`src/rtl/core/socd_pkg.sv`:
```
// Shared types and constants for the direction cleaner.
// Used by socd_axis and socd_direction_cleaner_unit; no dependencies.
package socd_pkg;

   localparam int unsigned CsrIndexWidth = 2;
   localparam int unsigned CsrDataWidth  = 2;

   localparam logic [CsrIndexWidth-1:0] CSR_HORIZONTAL_MODE = 2'd0;
   localparam logic [CsrIndexWidth-1:0] CSR_VERTICAL_MODE   = 2'd1;
   localparam logic [CsrIndexWidth-1:0] CSR_CHORD_MODE      = 2'd2;

   typedef enum logic [1:0] {
      MODE_NEUTRAL      = 2'd0,
      MODE_FIRST_WINS   = 2'd1,
      MODE_SECOND_WINS  = 2'd2,
      MODE_LAST_INPUT   = 2'd3
   } axis_mode_type;

   typedef enum logic [4:0] {
      AX_NEUTRAL     = 5'b00001,
      AX_FIRST       = 5'b00010,
      AX_FIRST_LOST  = 5'b00100,
      AX_SECOND      = 5'b01000,
      AX_SECOND_LOST = 5'b10000
   } axis_state_type;

   typedef struct packed {
      logic           first_out;
      logic           second_out;
      axis_state_type state;
   } axis_result_type;

endpackage

```
`src/rtl/core/socd_axis.sv`:
```
// Opposing-press resolution for one axis: fixed rules and last-input machine.
// Depends on socd_pkg.
module socd_axis (
   input  socd_pkg::axis_mode_type   mode,
   input  logic                      force_last,
   input  logic                      first_pressed,
   input  logic                      second_pressed,
   input  logic                      first_held,
   input  logic                      second_held,
   input  socd_pkg::axis_state_type  state,
   output socd_pkg::axis_result_type result
);
   import socd_pkg::*;

   logic a;
   logic b;

   assign a = first_pressed;
   assign b = second_pressed;

   always_comb begin
      result.first_out  = first_held;
      result.second_out = second_held;
      result.state      = state;
      if (force_last || mode == MODE_LAST_INPUT) begin
         unique case (state)
            AX_NEUTRAL: begin
               if (a) begin
                  result.first_out = 1'b1;
                  result.state     = AX_FIRST;
               end else if (b) begin
                  result.second_out = 1'b1;
                  result.state      = AX_SECOND;
               end else begin
                  result.first_out  = 1'b0;
                  result.second_out = 1'b0;
               end
            end
            AX_FIRST: begin
               if (!a) begin
                  result.first_out = 1'b0;
                  result.state     = AX_NEUTRAL;
               end else if (b) begin
                  result.first_out  = 1'b0;
                  result.second_out = 1'b1;
                  result.state      = AX_FIRST_LOST;
               end else begin
                  result.first_out  = 1'b1;
                  result.second_out = 1'b0;
               end
            end
            AX_FIRST_LOST: begin
               if (!a) begin
                  result.first_out  = 1'b0;
                  result.second_out = 1'b1;
                  result.state      = AX_SECOND;
               end else if (!b) begin
                  result.first_out  = 1'b1;
                  result.second_out = 1'b0;
                  result.state      = AX_FIRST;
               end else begin
                  result.first_out  = 1'b0;
                  result.second_out = 1'b1;
               end
            end
            AX_SECOND: begin
               if (!b) begin
                  result.second_out = 1'b0;
                  result.state      = AX_NEUTRAL;
               end else if (a) begin
                  result.first_out  = 1'b1;
                  result.second_out = 1'b0;
                  result.state      = AX_SECOND_LOST;
               end else begin
                  result.first_out  = 1'b0;
                  result.second_out = 1'b1;
               end
            end
            AX_SECOND_LOST: begin
               if (!b) begin
                  result.first_out  = 1'b1;
                  result.second_out = 1'b0;
                  result.state      = AX_FIRST;
               end else if (!a) begin
                  result.first_out  = 1'b0;
                  result.second_out = 1'b1;
                  result.state      = AX_SECOND;
               end else begin
                  result.first_out  = 1'b1;
                  result.second_out = 1'b0;
               end
            end
            default: begin
               result.state = state;
            end
         endcase
      end else if (a && b) begin
         result.first_out  = (mode == MODE_FIRST_WINS);
         result.second_out = (mode == MODE_SECOND_WINS);
      end else begin
         result.first_out  = a;
         result.second_out = b;
      end
   end

endmodule

```
`src/rtl/core/socd_direction_cleaner_unit.sv`:
```
// Direction cleaner top level: config registers, chord check, two axes, result register.
// Depends on socd_pkg and socd_axis.
// Result is valid the cycle after acceptance; one beat per cycle while rsp_ready holds.
// Cleaning state is updated at input acceptance, so a stalled result does not block it
// beyond the single result register; input ready drops only while that register is full.
// Synchronous active-high reset clears modes, axis states, held outputs and result valid.
module socd_direction_cleaner_unit (
   input  logic                                  clock,
   input  logic                                  reset,
   input  logic                                  req_valid,
   output logic                                  req_ready,
   input  logic                                  req_left_level,
   input  logic                                  req_right_level,
   input  logic                                  req_down_level,
   input  logic                                  req_up_level,
   output logic                                  rsp_valid,
   input  logic                                  rsp_ready,
   output logic                                  rsp_left_out,
   output logic                                  rsp_right_out,
   output logic                                  rsp_down_out,
   output logic                                  rsp_up_out,
   input  logic                                  csr_write_enable,
   input  logic [socd_pkg::CsrIndexWidth-1:0]    csr_index,
   input  logic [socd_pkg::CsrDataWidth-1:0]     csr_write_data
);
   import socd_pkg::*;

   axis_mode_type   horizontal_mode_ff;
   axis_mode_type   vertical_mode_ff;
   logic            chord_mode_ff;
   axis_state_type  horizontal_state_ff, horizontal_state_in;
   axis_state_type  vertical_state_ff, vertical_state_in;
   logic [3:0]      held_ff, held_in;
   logic            rsp_valid_ff;
   logic [3:0]      rsp_data_ff;
   logic            accept;
   logic            l, r, d, u;
   axis_result_type horizontal_result;
   axis_result_type vertical_result;

   assign req_ready = !rsp_valid_ff || rsp_ready;
   assign accept    = req_valid && req_ready;

   assign l = !req_left_level;
   assign r = !req_right_level;
   assign d = !req_down_level;
   assign u = !req_up_level;

   socd_axis u_horizontal (
      .mode           (horizontal_mode_ff),
      .force_last     (chord_mode_ff),
      .first_pressed  (l),
      .second_pressed (r),
      .first_held     (held_ff[0]),
      .second_held    (held_ff[1]),
      .state          (horizontal_state_ff),
      .result         (horizontal_result)
   );

   socd_axis u_vertical (
      .mode           (vertical_mode_ff),
      .force_last     (chord_mode_ff),
      .first_pressed  (d),
      .second_pressed (u),
      .first_held     (held_ff[2]),
      .second_held    (held_ff[3]),
      .state          (vertical_state_ff),
      .result         (vertical_result)
   );

   always_comb begin
      horizontal_state_in = horizontal_state_ff;
      vertical_state_in   = vertical_state_ff;
      priority if (chord_mode_ff && l && d && r) begin
         held_in = 4'b0100;
      end else if (chord_mode_ff && d && r && u) begin
         held_in = 4'b0010;
      end else if (chord_mode_ff && r && u && l) begin
         held_in = 4'b1000;
      end else if (chord_mode_ff && u && l && d) begin
         held_in = 4'b0001;
      end else begin
         held_in = {vertical_result.second_out, vertical_result.first_out,
                    horizontal_result.second_out, horizontal_result.first_out};
         horizontal_state_in = horizontal_result.state;
         vertical_state_in   = vertical_result.state;
      end
   end

   always_ff @(posedge clock) begin
      if (reset) begin
         horizontal_mode_ff  <= MODE_NEUTRAL;
         vertical_mode_ff    <= MODE_NEUTRAL;
         chord_mode_ff       <= 1'b0;
         horizontal_state_ff <= AX_NEUTRAL;
         vertical_state_ff   <= AX_NEUTRAL;
         held_ff             <= 4'b0000;
         rsp_valid_ff        <= 1'b0;
      end else begin
         if (csr_write_enable) begin
            if (csr_index == CSR_HORIZONTAL_MODE) begin
               horizontal_mode_ff <= axis_mode_type'(csr_write_data);
            end else if (csr_index == CSR_VERTICAL_MODE) begin
               vertical_mode_ff <= axis_mode_type'(csr_write_data);
            end else if (csr_index == CSR_CHORD_MODE) begin
               chord_mode_ff <= csr_write_data[0];
            end
         end
         if (accept) begin
            horizontal_state_ff <= horizontal_state_in;
            vertical_state_ff   <= vertical_state_in;
            held_ff             <= held_in;
            rsp_valid_ff        <= 1'b1;
         end else if (rsp_ready) begin
            rsp_valid_ff <= 1'b0;
         end
      end
   end

   always_ff @(posedge clock) begin
      if (accept) begin
         rsp_data_ff <= held_in;
      end
   end

   assign rsp_valid     = rsp_valid_ff;
   assign rsp_left_out  = rsp_data_ff[0];
   assign rsp_right_out = rsp_data_ff[1];
   assign rsp_down_out  = rsp_data_ff[2];
   assign rsp_up_out    = rsp_data_ff[3];

`ifndef SYNTH
   a_reset_empty: assert property (@(posedge clock) $past(reset) |-> !rsp_valid_ff)
      else $error("result valid after reset");

   a_accept_fills: assert property (@(posedge clock) disable iff (reset)
      accept |=> rsp_valid_ff && rsp_data_ff == $past(held_in))
      else $error("accepted beat not registered");

   a_chord_down: assert property (@(posedge clock) disable iff (reset)
      accept && chord_mode_ff && l && d && r |=> rsp_data_ff == 4'b0100)
      else $error("left-down-right chord not forced to down");

   a_held_tracks: assert property (@(posedge clock) disable iff (reset)
      rsp_valid_ff |-> rsp_data_ff == held_ff)
      else $error("result differs from held outputs");
`endif

endmodule
```
`config.mk`:
```
export PLATFORM = sky130hd
export DESIGN_NAME = socd_direction_cleaner_unit
export DESIGN_NICKNAME = d
export VERILOG_FILES = /design/src/rtl/core/socd_pkg.sv /design/src/rtl/core/socd_axis.sv /design/src/rtl/core/socd_direction_cleaner_unit.sv
export SDC_FILE = /design/constraint.sdc
export NUM_CORES = 1
export LEC_CHECK = 0
export ABC_AREA = 0
export BUFFER_PORTS_ARGS = -buffer_cell sky130_fd_sc_hd__buf_2
export CORE_UTILIZATION = 50
export CTS_CLUSTER_SIZE = 16
export DETAILED_ROUTE_END_ITERATION = 8
export PLACE_DENSITY_LB_ADDON = 0.15
export SLEW_MARGIN = 20
export SYNTH_ARGS = -nofsm -noshare
export SYNTH_HDL_FRONTEND = slang
export SYNTH_SLANG_ARGS = --single-unit
```
`constraint.sdc`:
```
create_clock -name clock -period 2.36 [get_ports clock]
set_input_delay 0.118 -clock clock [delete_from_list [all_inputs] [get_ports clock]]
set_output_delay 0.118 -clock clock [all_outputs]
set_load 0.01 [all_outputs]
```
==> metrics.txt <==
EDFF count, synth 4; Overall Power roughly 870 uW; root buffer cell clkbuf_8; top achievable clock speed roughly 460 MHz; Final setup viols 0; outcome completed; first-pass GRT wire length 8.280 mm; clock latency on the worst-skew pair approximately 270 ps; Placer Congestion 0.8840; Syn Area/Cell around 7.3 um2; max cap viols 0; R2R setup slack slightly above 200 ps; Post-CTS Hold Fix Bufs 0; Critical Path AT around 2300 ps; R2R depth 6; commonest non-fill, non-tap cell in the layout nor2_1; Leak Pwr just under 0.9 nW; Post-layout nets between 300 and 400; Post-CTS Setup Bufs 0; Multi-input gate area 1403 um2; number of H-tree levels 1; CP startpoint kind flop; CTS resizes 0; launch point of the worst reg-to-reg path horizontal_state_ff[3]$_SDFFE_PP0P_; maximum clock insertion buffer count 2; DRC viols 0; Post-Syn Area around 2100 um2; sequential power share 0.516; number of DRC markers in iteration 0 146; Max Slew Vio Count 0; First-pass DRT Iterations 4; antenna cell count 0; xor/xnor cell area share of the yosys netlist 0.02948; combinational share of power 0.188; Setup crit start horizontal_state_ff[3]$_SDFFE_PP0P_; # port buffers 18; Post-Synth Adder-Cell Area 0.009627; Final Critical Period between 2000 and 2500 ps; number of CTS-inserted buffers 3; initial cell density of the core 0.5199; Net Sw Frac 0.2875; Syn. warnings 0; Synth Area in Compound Gates 0.2623; vias per cell about 6.0; largest net degree at the start of global routing 20; Detailed Place HPWL around 3.6 mm; Synth cell types 58; fraction of layout cells with a size suffix above 1 0.1502; reg2reg end horizontal_state_ff[0]$_SDFFE_PP1P_; worst path required time between 2000 and 3000 ps; Total GRT Usage 0.2430; vias in the first global route 1708; Synth Register Bits 24; Simple-Gate Fraction of Synth Area 0.3297; P_sw 249.1 uW; Internal 617.3 uW; die outline width 66.49 um; CTS tree done; synth-to-layout area growth 9.025%; mux contribution to synthesized area 0.04332; wire per inst ~15 um; CP endpoint kind flop; die outline height between 60 and 70 um; filler cell count around 400; largest family of logic cells by synthesized area simple AND/OR/NAND/NOR gates; CP endpoint horizontal_state_ff[0]$_SDFFE_PP1P_; Vias 2056; Core ar. between 4000 and 5000 um2; post-synthesis sequential area ratio 0.2503; CTS clk-pin slew, worst paths around 90 ps; final wirelength 5.025 mm; RSZ-0062 raised after global routing no; power per cell area roughly 380 nW/um2; kind of critical path reg -> reg; Die ar. between 4000 and 5000 um2; Clock Skew ~3.1 ps; slew margin rel. 0.6698; final setup TNS 0 ps; Finished Core Util 0.5668; Final Hold Viols 0; Hold/Removal Path Class in -> reg; initial antenna violation count 0; Max VDD drop about 0.24 mV; most frequent cells in the layout nor2_1 (34), o21ai_0 (25), a21oi_1 (22); Storage cell area about 520 um2; FP Rows 23; final period utilization 0.9145; antenna-violating nets left 0; critical-path maximum fanout 11; FFs w/ async S/R, synth 0; total clock sinks 24; grt ovf 0; worst-margin pin slew approximately 500 ps; I/O pins 19; ys flop type dfxtp_1; clock share of power 0.296; Syn Nets slightly below 300; Mapped Cells 285
## state kept, by name, indices dropped and copies added, names as in the netlist
| name | cells |
|---|---|
| horizontal_state_ff | 5 |
| vertical_state_ff | 5 |
| chord_mode_ff | 1 |
| horizontal_mode_ff | 2 |
| rsp_data_ff | 4 |
| held_ff | 4 |
| vertical_mode_ff | 2 |
| rsp_valid | 1 |
## cells by family (layout without fill, tap and decap cells)
| family | after synthesis | in the layout |
|---|---|---|
| adders and majority gates | 2 | 2 |
| AOI/OAI and AO/OA | 85 | 85 |
| muxes | 9 | 9 |
| DFF | 24 | 24 |
| and+or+nand+nor | 120 | 120 |
| xor gates and xnor gates | 7 | 7 |
| buffers and inverters | 38 | 46 |
## metal layers
metal / up-vias / GRT usage / share of wire
li1: 1058 / - / -
met1: 934 / 0.3768 / 0.53
met2: 60 / 0.3418 / 0.41
met3: 4 / 0.03425 / 0.050
met4: 0 / 0.06383 / 0.010
met5: - / 0 / 0
## synth_stat cells (all sizes together), types with 5 or more instances
| library cell | n | area share |
|---|---|---|
| buf | 12 | 0.028 |
| mux2i | 9 | 0.043 |
| nor3b | 6 | 0.022 |
| nor2b | 6 | 0.018 |
| clkbuf | 17 | 0.031 |
| nand2 | 16 | 0.029 |
| nand3b | 6 | 0.022 |
| xor2 | 5 | 0.021 |
| nor2 | 34 | 0.061 |
| a21oi | 22 | 0.053 |
| nand2b | 13 | 0.039 |
| inv | 9 | 0.016 |
| nor3 | 13 | 0.034 |
| o21ai | 25 | 0.060 |
| a211oi | 5 | 0.018 |
| dfxtp | 20 | 0.19 |
## worst max-delay path, cell delays in order (launching register included)
cell	delay (ps)
dfxtp_1	400
or4b_1	550
a2bb2oi_1	140
o31a_1	150
nor4_4	500
mux2i_1	250
nand2_1	60
## power by group through the flow
stage,clock [mW],combinational [mW],sequential [mW]
after floorplan,0,0.114,0.455
after detailed placement,0,0.161,0.456
after CTS,0.264,0.161,0.447
after global routing,0.283,0.180,0.450
final,0.256,0.163,0.447
after global placement,0,0.159,0.457
## through the flow
stage | instance area, um2 | instances | worst slack (ps) | hold WS (ps)
final | 2267 | 343 | 201.8 | 90.59
after CTS | 2267 | 343 | 220.0 | 84.83
after global routing | 2267 | 343 | 56.70 | 118.9
after global placement | 2222 | 339 | 264.9 | 363.1
after floorplan | 2079 | 285 | 448.2 | 247.5
after detailed placement | 2222 | 339 | 231.9 | 377.7
## cell type report
| class | count | share of cell area |
|---|---|---|
| inverter | 9 | 0.01490 |
| timing repair buffer | 33 | 0.08940 |
| clock buffer | 4 | 0.01987 |
| multi-input combinational | 223 | 0.6187 |
| sequential | 24 | 0.2296 |
| tap | 50 | 0.02759 |
## how the worst min path moves through the flow
stage,startpoint,endpoint,slack [ps],depth (start not counted)
after floorplan,req_valid,rsp_valid$_SDFFE_PP0P_,250,2
after global placement,req_valid,rsp_valid$_SDFFE_PP0P_,360,3
after detailed placement,req_valid,rsp_valid$_SDFFE_PP0P_,380,3
after CTS,req_valid,rsp_valid$_SDFFE_PP0P_,80,3
after global routing,req_valid,rsp_valid$_SDFFE_PP0P_,120,3
final,req_valid,rsp_valid$_SDFFE_PP0P_,90,3
No activity file was read; power rests on OpenSTA's default activity.
